## src/rtl/assert_macros.svh

```systemverilog
// Assertion macros shared by the matrix unit RTL.
// No dependencies; included by files that carry concurrent assertions.
`ifndef ASSERT_MACROS_SVH
`define ASSERT_MACROS_SVH

// Property must hold at every rising clock edge outside reset.
`define MAS_ASSERT(lbl, clk, rst_n, prop, msg) \
    lbl: assert property (@(posedge clk) disable iff (!rst_n) prop) else $error(msg);

// Expression must never be true outside reset.
`define MAS_ASSERT_NEVER(lbl, clk, rst_n, expr, msg) \
    lbl: assert property (@(posedge clk) disable iff (!rst_n) !(expr)) else $error(msg);

`endif

```

## src/rtl/mas_pkg.sv

```systemverilog
// Package for the matrix add/subtract/multiply unit: widths, codes,
// transaction structs and the microcode ROM. No dependencies.
package mas_pkg;

    localparam int MAX_DIM_DEF = 8;
    localparam int ELEM_BITS   = 16;
    localparam int RES_W       = 35;
    localparam int POS_W       = 3;
    localparam int DIM_W       = 4;
    localparam int CMP_W       = DIM_W + 1;
    localparam int OP_W        = 2;
    localparam int CMD_W       = 2;
    localparam int CFG_IDX_W   = 3;
    localparam int CFG_DATA_W  = 4;

    localparam logic [CMD_W-1:0] CMD_LOAD_A  = 2'd0;
    localparam logic [CMD_W-1:0] CMD_LOAD_B  = 2'd1;
    localparam logic [CMD_W-1:0] CMD_COMPUTE = 2'd2;

    localparam logic [OP_W-1:0] OP_ADD = 2'd0;
    localparam logic [OP_W-1:0] OP_SUB = 2'd1;
    localparam logic [OP_W-1:0] OP_MUL = 2'd2;

    localparam logic [CFG_IDX_W-1:0] CFG_ROWS_A    = 3'd0;
    localparam logic [CFG_IDX_W-1:0] CFG_COLS_A    = 3'd1;
    localparam logic [CFG_IDX_W-1:0] CFG_ROWS_B    = 3'd2;
    localparam logic [CFG_IDX_W-1:0] CFG_COLS_B    = 3'd3;
    localparam logic [CFG_IDX_W-1:0] CFG_OPERATION = 3'd4;

    typedef struct packed {
        logic [CMD_W-1:0]            command;
        logic signed [ELEM_BITS-1:0] element;
    } t_in;

    typedef struct packed {
        logic signed [RES_W-1:0] result_value;
        logic [POS_W-1:0]        result_row;
        logic [POS_W-1:0]        result_col;
        logic                    last;
        logic                    shape_error;
    } t_out;

    typedef enum logic [3:0] {
        S_IDLE  = 4'd0,
        S_CHECK = 4'd1,
        S_ELEM  = 4'd2,
        S_READ  = 4'd3,
        S_MUL   = 4'd4,
        S_ACC   = 4'd5,
        S_EMIT  = 4'd6,
        S_DONE  = 4'd7,
        S_ADD   = 4'd8,
        S_ERR   = 4'd9
    } t_step;

    typedef enum logic [3:0] {
        U_IDLE,
        U_INIT,
        U_ELEM,
        U_READ,
        U_MUL,
        U_ACC,
        U_EMIT,
        U_DONE,
        U_ADD,
        U_ERR
    } t_uop;

    typedef enum logic [2:0] {
        C_NEVER,
        C_ALWAYS,
        C_NO_COMPUTE,
        C_SHAPE_ERR,
        C_ADDSUB,
        C_MAC_MORE,
        C_ELEM_MORE
    } t_cond;

    typedef struct packed {
        logic  accept;
        logic  wait_out;
        t_uop  uop;
        t_cond cond;
        t_step target;
    } t_uword;

    function automatic t_uword ucode(input t_step step);
        t_uword w;
        unique case (step)
            S_IDLE:  w = '{1'b1, 1'b0, U_IDLE, C_NO_COMPUTE, S_IDLE};
            S_CHECK: w = '{1'b0, 1'b0, U_INIT, C_SHAPE_ERR,  S_ERR};
            S_ELEM:  w = '{1'b0, 1'b0, U_ELEM, C_NEVER,      S_IDLE};
            S_READ:  w = '{1'b0, 1'b0, U_READ, C_ADDSUB,     S_ADD};
            S_MUL:   w = '{1'b0, 1'b0, U_MUL,  C_NEVER,      S_IDLE};
            S_ACC:   w = '{1'b0, 1'b0, U_ACC,  C_MAC_MORE,   S_READ};
            S_EMIT:  w = '{1'b0, 1'b1, U_EMIT, C_ELEM_MORE,  S_ELEM};
            S_DONE:  w = '{1'b0, 1'b0, U_DONE, C_ALWAYS,     S_IDLE};
            S_ADD:   w = '{1'b0, 1'b0, U_ADD,  C_ALWAYS,     S_EMIT};
            S_ERR:   w = '{1'b0, 1'b1, U_ERR,  C_ALWAYS,     S_DONE};
            default: w = '{1'b0, 1'b0, U_DONE, C_ALWAYS,     S_IDLE};
        endcase
        return w;
    endfunction

endpackage

```

## src/rtl/mas_ram.sv

```systemverilog
// Generic simple dual-port RAM with registered read.
// Default sizes from mas_pkg.
module mas_ram #(
    parameter int WIDTH = mas_pkg::ELEM_BITS,
    parameter int DEPTH = mas_pkg::MAX_DIM_DEF * mas_pkg::MAX_DIM_DEF
) (
    input  logic                     i_clk,
    input  logic                     i_we,
    input  logic [$clog2(DEPTH)-1:0] i_waddr,
    input  logic [WIDTH-1:0]         i_wdata,
    input  logic                     i_re,
    input  logic [$clog2(DEPTH)-1:0] i_raddr,
    output logic [WIDTH-1:0]         o_rdata
);

    logic [WIDTH-1:0] r_mem [DEPTH];
    logic [WIDTH-1:0] r_rdata;

    always_ff @(posedge i_clk) begin
        if (i_we) begin
            r_mem[i_waddr] <= i_wdata;
        end
        if (i_re) begin
            r_rdata <= r_mem[i_raddr];
        end
    end

    assign o_rdata = r_rdata;

endmodule

```

## src/rtl/matrix_add_sub_multiply_top.sv

```systemverilog
// A load is taken in the idle step. Compute checks shapes, then per result element reads
// both stores and adds/subtracts, or for multiply reads, multiplies and accumulates cols_a
// times (one shared multiply-accumulate unit, one read port per store), then emits; a shape
// error emits an error result. Output stalls hold emits. One transaction at a time.
// Reset: shapes 1x1, operation add, load counts zero; store contents are not cleared.
// Depends on mas_pkg, mas_ram and assert_macros.svh.
`include "assert_macros.svh"

module matrix_add_sub_multiply_top #(
    parameter int MAX_DIM = mas_pkg::MAX_DIM_DEF
) (
    input  logic                                i_clk,
    input  logic                                i_rst_n,
    input  logic                                i_in_valid,
    output logic                                o_in_stall,
    input  mas_pkg::t_in                        i_in,
    output logic                                o_out_valid,
    input  logic                                i_out_stall,
    output mas_pkg::t_out                       o_out,
    input  logic                                i_cfg_valid,
    output logic                                o_cfg_ready,
    input  logic [mas_pkg::CFG_IDX_W-1:0]       i_cfg_index,
    input  logic [mas_pkg::CFG_DATA_W-1:0]      i_cfg_data
);

    localparam int DEPTH  = MAX_DIM * MAX_DIM;
    localparam int ADDR_W = $clog2(DEPTH);
    localparam int CNT_W  = $clog2(DEPTH + 1);
    localparam int IDX_W  = $clog2(MAX_DIM);
    localparam int PROD_W = 2 * mas_pkg::ELEM_BITS;
    localparam int DIM_W  = mas_pkg::DIM_W;
    localparam int CMP_W  = mas_pkg::CMP_W;
    localparam int RES_W  = mas_pkg::RES_W;
    localparam int POS_W  = mas_pkg::POS_W;

    logic [DIM_W-1:0]         r_rows_a;
    logic [DIM_W-1:0]         r_cols_a;
    logic [DIM_W-1:0]         r_rows_b;
    logic [DIM_W-1:0]         r_cols_b;
    logic [mas_pkg::OP_W-1:0] r_op;

    mas_pkg::t_step  r_step;
    mas_pkg::t_step  n_step;
    mas_pkg::t_uword w_uword;

    logic [CNT_W-1:0]  r_cnt_a;
    logic [CNT_W-1:0]  r_cnt_b;
    logic [IDX_W-1:0]  r_r;
    logic [IDX_W-1:0]  r_c;
    logic [IDX_W-1:0]  r_i;
    logic [ADDR_W-1:0] r_rowbase;
    logic [ADDR_W-1:0] r_ia;
    logic [ADDR_W-1:0] r_ib;

    logic signed [PROD_W-1:0] r_prod;
    logic signed [RES_W-1:0]  r_acc;
    mas_pkg::t_out            r_out;
    logic                     r_out_valid;

    logic signed [mas_pkg::ELEM_BITS-1:0] w_rd_a;
    logic signed [mas_pkg::ELEM_BITS-1:0] w_rd_b;

    logic             w_out_busy;
    logic             w_hold;
    logic             w_in_fire;
    logic             w_compute;
    logic             w_we_a;
    logic             w_we_b;
    logic             w_re;
    logic             w_is_mul;
    logic             w_shape_ok;
    logic [DIM_W-1:0] w_nc;
    logic             w_mac_more;
    logic             w_col_last;
    logic             w_row_last;
    logic             w_elem_more;
    logic             w_take;

    function automatic logic dim_ok(input logic [DIM_W-1:0] d);
        return (d != '0) && (CMP_W'(d) <= CMP_W'(MAX_DIM));
    endfunction

    assign w_uword    = mas_pkg::ucode(r_step);
    assign w_out_busy = r_out_valid & i_out_stall;
    assign w_hold     = w_uword.wait_out & w_out_busy;
    assign w_in_fire  = i_in_valid & w_uword.accept;
    assign w_compute  = w_in_fire && (i_in.command == mas_pkg::CMD_COMPUTE);
    assign w_we_a     = w_in_fire && (i_in.command == mas_pkg::CMD_LOAD_A)
                        && (r_cnt_a < CNT_W'(DEPTH));
    assign w_we_b     = w_in_fire && (i_in.command == mas_pkg::CMD_LOAD_B)
                        && (r_cnt_b < CNT_W'(DEPTH));
    assign w_re       = (w_uword.uop == mas_pkg::U_READ);

    assign w_is_mul = (r_op == mas_pkg::OP_MUL);

    always_comb begin
        w_shape_ok = dim_ok(r_rows_a) && dim_ok(r_cols_a)
                     && dim_ok(r_rows_b) && dim_ok(r_cols_b);
        if ((r_op == mas_pkg::OP_ADD) || (r_op == mas_pkg::OP_SUB)) begin
            w_shape_ok = w_shape_ok && (r_rows_a == r_rows_b) && (r_cols_a == r_cols_b);
        end else if (w_is_mul) begin
            w_shape_ok = w_shape_ok && (r_cols_a == r_rows_b);
        end else begin
            w_shape_ok = 1'b0;
        end
    end

    assign w_nc        = w_is_mul ? r_cols_b : r_cols_a;
    assign w_mac_more  = (CMP_W'(r_i) + CMP_W'(1)) != CMP_W'(r_cols_a);
    assign w_col_last  = (CMP_W'(r_c) + CMP_W'(1)) == CMP_W'(w_nc);
    assign w_row_last  = (CMP_W'(r_r) + CMP_W'(1)) == CMP_W'(r_rows_a);
    assign w_elem_more = !(w_col_last && w_row_last);

    always_comb begin
        unique case (w_uword.cond)
            mas_pkg::C_NEVER:      w_take = 1'b0;
            mas_pkg::C_ALWAYS:     w_take = 1'b1;
            mas_pkg::C_NO_COMPUTE: w_take = !w_compute;
            mas_pkg::C_SHAPE_ERR:  w_take = !w_shape_ok;
            mas_pkg::C_ADDSUB:     w_take = !w_is_mul;
            mas_pkg::C_MAC_MORE:   w_take = w_mac_more;
            mas_pkg::C_ELEM_MORE:  w_take = w_elem_more;
            default:               w_take = 1'b1;
        endcase
        if (w_hold) begin
            n_step = r_step;
        end else if (w_take) begin
            n_step = w_uword.target;
        end else begin
            n_step = mas_pkg::t_step'(4'(r_step) + 4'd1);
        end
    end

    mas_ram #(
        .WIDTH (mas_pkg::ELEM_BITS),
        .DEPTH (DEPTH)
    ) u_store_a (
        .i_clk   (i_clk),
        .i_we    (w_we_a),
        .i_waddr (r_cnt_a[ADDR_W-1:0]),
        .i_wdata (i_in.element),
        .i_re    (w_re),
        .i_raddr (r_ia),
        .o_rdata (w_rd_a)
    );

    mas_ram #(
        .WIDTH (mas_pkg::ELEM_BITS),
        .DEPTH (DEPTH)
    ) u_store_b (
        .i_clk   (i_clk),
        .i_we    (w_we_b),
        .i_waddr (r_cnt_b[ADDR_W-1:0]),
        .i_wdata (i_in.element),
        .i_re    (w_re),
        .i_raddr (r_ib),
        .o_rdata (w_rd_b)
    );

    always_ff @(posedge i_clk) begin
        if (!i_rst_n) begin
            r_rows_a    <= DIM_W'(1);
            r_cols_a    <= DIM_W'(1);
            r_rows_b    <= DIM_W'(1);
            r_cols_b    <= DIM_W'(1);
            r_op        <= mas_pkg::OP_ADD;
            r_step      <= mas_pkg::S_IDLE;
            r_cnt_a     <= '0;
            r_cnt_b     <= '0;
            r_out_valid <= 1'b0;
        end else begin
            r_step <= n_step;
            if (i_cfg_valid) begin
                unique case (i_cfg_index)
                    mas_pkg::CFG_ROWS_A:    r_rows_a <= i_cfg_data;
                    mas_pkg::CFG_COLS_A:    r_cols_a <= i_cfg_data;
                    mas_pkg::CFG_ROWS_B:    r_rows_b <= i_cfg_data;
                    mas_pkg::CFG_COLS_B:    r_cols_b <= i_cfg_data;
                    mas_pkg::CFG_OPERATION: r_op     <= i_cfg_data[mas_pkg::OP_W-1:0];
                    default: ;
                endcase
            end
            if (w_we_a) begin
                r_cnt_a <= r_cnt_a + CNT_W'(1);
            end
            if (w_we_b) begin
                r_cnt_b <= r_cnt_b + CNT_W'(1);
            end
            if (w_uword.uop == mas_pkg::U_DONE) begin
                r_cnt_a <= '0;
                r_cnt_b <= '0;
            end
            if (!w_hold && ((w_uword.uop == mas_pkg::U_EMIT)
                            || (w_uword.uop == mas_pkg::U_ERR))) begin
                r_out_valid <= 1'b1;
            end else if (!i_out_stall) begin
                r_out_valid <= 1'b0;
            end
        end
    end

    always_ff @(posedge i_clk) begin
        if (!w_hold) begin
            unique case (w_uword.uop)
                mas_pkg::U_INIT: begin
                    r_r       <= '0;
                    r_c       <= '0;
                    r_rowbase <= '0;
                end
                mas_pkg::U_ELEM: begin
                    r_i   <= '0;
                    r_acc <= '0;
                    if (w_is_mul) begin
                        r_ia <= r_rowbase;
                        r_ib <= ADDR_W'(r_c);
                    end else begin
                        r_ia <= r_rowbase + ADDR_W'(r_c);
                        r_ib <= r_rowbase + ADDR_W'(r_c);
                    end
                end
                mas_pkg::U_MUL: begin
                    r_prod <= w_rd_a * w_rd_b;
                end
                mas_pkg::U_ACC: begin
                    r_acc <= r_acc + RES_W'(r_prod);
                    r_i   <= r_i + IDX_W'(1);
                    r_ia  <= r_ia + ADDR_W'(1);
                    r_ib  <= r_ib + ADDR_W'(r_cols_b);
                end
                mas_pkg::U_ADD: begin
                    if (r_op == mas_pkg::OP_SUB) begin
                        r_acc <= RES_W'(w_rd_a) - RES_W'(w_rd_b);
                    end else begin
                        r_acc <= RES_W'(w_rd_a) + RES_W'(w_rd_b);
                    end
                end
                mas_pkg::U_EMIT: begin
                    r_out.result_value <= r_acc;
                    r_out.result_row   <= POS_W'(r_r);
                    r_out.result_col   <= POS_W'(r_c);
                    r_out.last         <= !w_elem_more;
                    r_out.shape_error  <= 1'b0;
                    if (w_col_last) begin
                        r_c       <= '0;
                        r_r       <= r_r + IDX_W'(1);
                        r_rowbase <= r_rowbase + ADDR_W'(r_cols_a);
                    end else begin
                        r_c <= r_c + IDX_W'(1);
                    end
                end
                mas_pkg::U_ERR: begin
                    r_out.result_value <= '0;
                    r_out.result_row   <= '0;
                    r_out.result_col   <= '0;
                    r_out.last         <= 1'b1;
                    r_out.shape_error  <= 1'b1;
                end
                default: ;
            endcase
        end
    end

    assign o_in_stall  = !w_uword.accept;
    assign o_out_valid = r_out_valid;
    assign o_out       = r_out;
    assign o_cfg_ready = 1'b1;

    `MAS_ASSERT_NEVER(a_cnt_a_range, i_clk, i_rst_n, r_cnt_a > CNT_W'(DEPTH),
                      "load count A past depth")
    `MAS_ASSERT_NEVER(a_cnt_b_range, i_clk, i_rst_n, r_cnt_b > CNT_W'(DEPTH),
                      "load count B past depth")
    `MAS_ASSERT(a_err_last, i_clk, i_rst_n,
                r_out_valid && r_out.shape_error |-> r_out.last,
                "error transaction not last")
    `MAS_ASSERT(a_done_clear, i_clk, i_rst_n,
                (r_step == mas_pkg::S_DONE) |=> (r_cnt_a == '0) && (r_cnt_b == '0)
                && (r_step == mas_pkg::S_IDLE),
                "run end did not clear counts")

endmodule
```

## config.mk

```make
export PLATFORM = sky130hd
export DESIGN_NAME = matrix_add_sub_multiply_top
export DESIGN_NICKNAME = d
export VERILOG_FILES = /design/src/rtl/mas_pkg.sv /design/src/rtl/mas_ram.sv /design/src/rtl/matrix_add_sub_multiply_top.sv
export VERILOG_INCLUDE_DIRS = /design/src /design/src/rtl
export SDC_FILE = /design/constraint.sdc
export NUM_CORES = 2
export LEC_CHECK = 0
export BUFFER_PORTS_ARGS = -buffer_cell sky130_fd_sc_hd__buf_2
export CAP_MARGIN = 20
export CELL_PAD_IN_SITES_DETAIL_PLACEMENT = 0
export CELL_PAD_IN_SITES_GLOBAL_PLACEMENT = 1
export CORE_MARGIN = 5
export CORE_UTILIZATION = 45
export DETAILED_ROUTE_END_ITERATION = 16
export GPL_TIMING_DRIVEN = 0
export PLACE_DENSITY = 0.69
export RECOVER_POWER = 50
export SLEW_MARGIN = 20
export SYNTH_ARGS = -nofsm -noshare
export SYNTH_HDL_FRONTEND = slang
export SYNTH_SLANG_ARGS = --single-unit
```

## constraint.sdc

```tcl
create_clock -name i_clk -period 13.47 [get_ports i_clk]
set_clock_uncertainty 0.15 [all_clocks]
set_input_delay 2.694 -clock i_clk [delete_from_list [all_inputs] [get_ports i_clk]]
set_output_delay 2.694 -clock i_clk [all_outputs]
set_load 0.02 [all_outputs]
```

==> results.md <==
- WL per Instance: 28.6 um
- Post-synthesis register bit count: 2266
- Pre-CTS setup slack: 4.81 ns
- Max-Cap Viols: 32
- Port Buffers: 73
- Remaining Overflow, GRT: 0
- Post-synth EDFFs: 2217
- Final setup viols: 0
- CTS Buffer Depth: 3
- Initial antenna violation count: 16
- Sequential share of the synthesized area: 0.677
- Largest net degree at the start of global routing: 101
- Synth warnings: 0
- Area Overhead vs Synth: 13.7%
- Worst Path Required: 13.88 ns
- Synth Area in Simple Gates: 0.0381
- Vias per inst: 5.77
- Share of layout cells above drive strength 1: 0.243
- CP arrival: 8.79 ns
- Critical path type: reg -> reg
- Chip width: 481 um
- Syn Nets: 5676
- Nets: 6137
- Failing checks: capacitance limit, slew limit
- Worst setup SP type: flop
- Vias in the first global route: 51569
- FILL cells: 17511
- Cell Area, Synth: 99700 um2
- Fin. Hold Viols: 0
- DRT iter0 DRCs: 5272
- Peak supply drop: 0.000264 V
- Avg Inst Size Synth: 19.1 um2
- Setup TNS: 0 ns
- PwrDens: 210 nW/um2
- DRT Wirelength: 253000 um
- Boundary Pins: 76
- CTS root buf: clkbuf_16
- Die ar.: 231000 um2
- RSZ-0062 raised after global routing: no
- Outcome: finished, violations left
- RePlAce Congestion: 0.881
- Synthesized instance count: 5223
- Total global-route track usage: 0.219
- Initial Util: 0.453
- Leakage: 37.8 nW
- Pwr Total: 0.0238 W
- Worst-skew pair later-pin latency: 0.86 ns
- TritonCTS clock tree: yes
- DR DRC count: 0
- Number of placement rows: 172
- Hold Buf Count CTS: 0
- Synth Area in Adders: 0.0732
- First-pass GRT wire length: 368000 um
- ANT nets after route: 0
- Final worst slack: 5.09 ns
- Post-CTS Setup Inserts: 0
- Crit Path Max Fanout: 10
- Die height: 481 um
- Hold/Removal Path Class: reg -> reg
- Vias: 50923
- Final min period: 8.38 ns
- Share of flip-flops with an asynchronous set or reset: 0
- Num CTS Buffers: 225
- Highest Clock Rate: 119 MHz
- # H-tree levels: 4
- Clk sinks: 2266
- Crit end category: flop
- Commonest non-fill, non-tap cell in the layout: edfxtp_1
- Slew @ Worst Pin: 5.03 ns
- Slew margin rel.: -2.35
- Synth cell types: 87
- Core ar.: 220000 um2
- Final Slew Violations: 2096
- Compound-Gate Fraction of Synth Area: 0.0208
- Largest family of logic cells by synthesized area: multiplexers
- Commonest cells after routing, fill and taps aside: 2217 x edfxtp_1, 672 x mux4_2, 348 x inv_1
- Mux contribution to synthesized area: 0.154
- Cts repair resizes: 0
- DRT Pass-1 Iters: 5
- Post-synth top flop: edfxtp_1
- Final worst path period share: 0.622
- CTS clk-pin slew, worst paths: 0.06 ns
- Synth Area in XOR/XNOR: 0.0126
- Hpwl dp: 177000 um
-- layer usage --
layer  up-vias  global-route usage  routed length [um]
li1      21347                   -                   -
met1     27384               0.319              107000
met2      1864               0.353              122000
met3       324              0.0359               18600
met4         4              0.0456                4960
met5         -                   0                  14
-- sequential cells by signal, indices dropped and copies added, names as in the netlist --
register,flops
r_rows_a,4
r_rowbase,6
r_ia,6
u_store_b.o_rdata,16
o_out,43
r_i,3
r_step,4
r_cols_b,4
w_uword,12
r_cnt_b,7
u_store_a.r_mem,1024
r_cnt_a,7
r_ib,6
r_r,3
u_store_b.r_mem,1024
r_prod,32
r_rows_b,4
r_op,2
r_c,3
r_cols_a,4
o_out_valid,1
r_acc,35
u_store_a.o_rdata,16
-- cell families (layout without fill, tap and decap cells) --
group / after synthesis / after routing
simple gates: 785 / 785
mux: 696 / 696
compound gates: 311 / 311
buf+inv: 598 / 1244
fa+ha+maj: 423 / 423
flops: 2266 / 2266
other cells: 1 / 7
xor+xnor: 143 / 143
-- Yosys cell counts (all sizes together), types with 8 or more instances --
| master | instances | area share |
|---|---|---|
| fa | 267 | 0.054 |
| o211ai | 8 | 0.00060 |
| clkbuf | 160 | 0.0060 |
| dfxtp | 49 | 0.0098 |
| o21bai | 11 | 0.00083 |
| or3 | 13 | 0.00082 |
| buf | 87 | 0.0043 |
| nor3 | 32 | 0.0017 |
| nor2b | 64 | 0.0040 |
| ha | 156 | 0.020 |
| and2 | 129 | 0.0081 |
| xor2 | 54 | 0.0047 |
| nor2 | 250 | 0.0095 |
| nand2 | 196 | 0.0074 |
| o21ai | 66 | 0.0034 |
| o31ai | 10 | 0.00075 |
| a211oi | 9 | 0.00068 |
| a31oi | 9 | 0.00087 |
| inv | 349 | 0.013 |
| nand4 | 10 | 0.00063 |
| mux2i | 23 | 0.0023 |
| mux4 | 672 | 0.15 |
| a21o | 38 | 0.0029 |
| edfxtp | 2217 | 0.67 |
| nand2b | 15 | 0.00094 |
| o22ai | 15 | 0.0010 |
| a21oi | 86 | 0.0043 |
| o21a | 12 | 0.00098 |
| and3 | 11 | 0.00069 |
| xnor2 | 89 | 0.0078 |
| nand3 | 32 | 0.0016 |
-- critical path: stages (launching register included) --
cell,delay (ns)
edfxtp_1,0.31
clkbuf_1,0.63
clkbuf_1,0.76
and2_1,0.27
fa_1,0.39
inv_1,0.08
fa_1,0.44
fa_1,0.51
inv_1,0.05
fa_1,0.49
fa_1,0.49
inv_1,0.05
fa_1,0.47
inv_1,0.08
ha_1,0.36
a21o_1,0.20
a21o_1,0.17
a21o_1,0.21
a211oi_1,0.33
nor3_1,0.12
a31oi_1,0.42
o31ai_1,0.23
a21oi_1,0.27
o31ai_1,0.12
xnor2_1,0.47
-- area by class of cell --
class / instances / area, um2 / area share
Tap cell: 2958 / 3700 / 0.0326
Buffer: 247 / 1020 / 0.00899
Clock inverter: 148 / 1660 / 0.0146
Timing Repair Buffer: 234 / 2140 / 0.0188
Inverter: 351 / 1320 / 0.0117
Sequential cell: 2266 / 67600 / 0.596
Clock buffer: 264 / 5860 / 0.0517
Antenna cell: 6 / 15.0 / 0.000132
Multi-Input combinational cell: 2359 / 30100 / 0.266
-- power breakdown --
part	leakage (nW)	switching, W	internal [W]
clock network	3.64	0.00270	0.00367
registers	20.4	0.000111	0.00828
logic	13.8	0.00522	0.00385
total	37.8	0.00804	0.0158
-- final timing paths --
check | depth (start not counted) | from | end | slack [ns]
max | 24 | u_store_b.o_rdata[4] | r_prod[31] | 5.09
min | 2 | o_out_valid | o_out_valid | 0.36
max reg2reg | 24 | u_store_b.o_rdata[4] | r_prod[31] | 5.09
min reg2reg | 2 | o_out_valid | o_out_valid | 0.36
-- per-stage QoR --
stage,area [um2],util,instances,hold WS (ns)
after detailed placement,106000,0.484,8414,0.334
after floorplan,99700,-,5223,0.291
after global placement,104000,0.471,8254,0.328
after CTS,114000,0.518,8826,0.348
final,113000,0.515,8833,0.358
after global routing,113000,0.515,8829,0.389
Note: power is estimated with default switching activity, not from simulation.
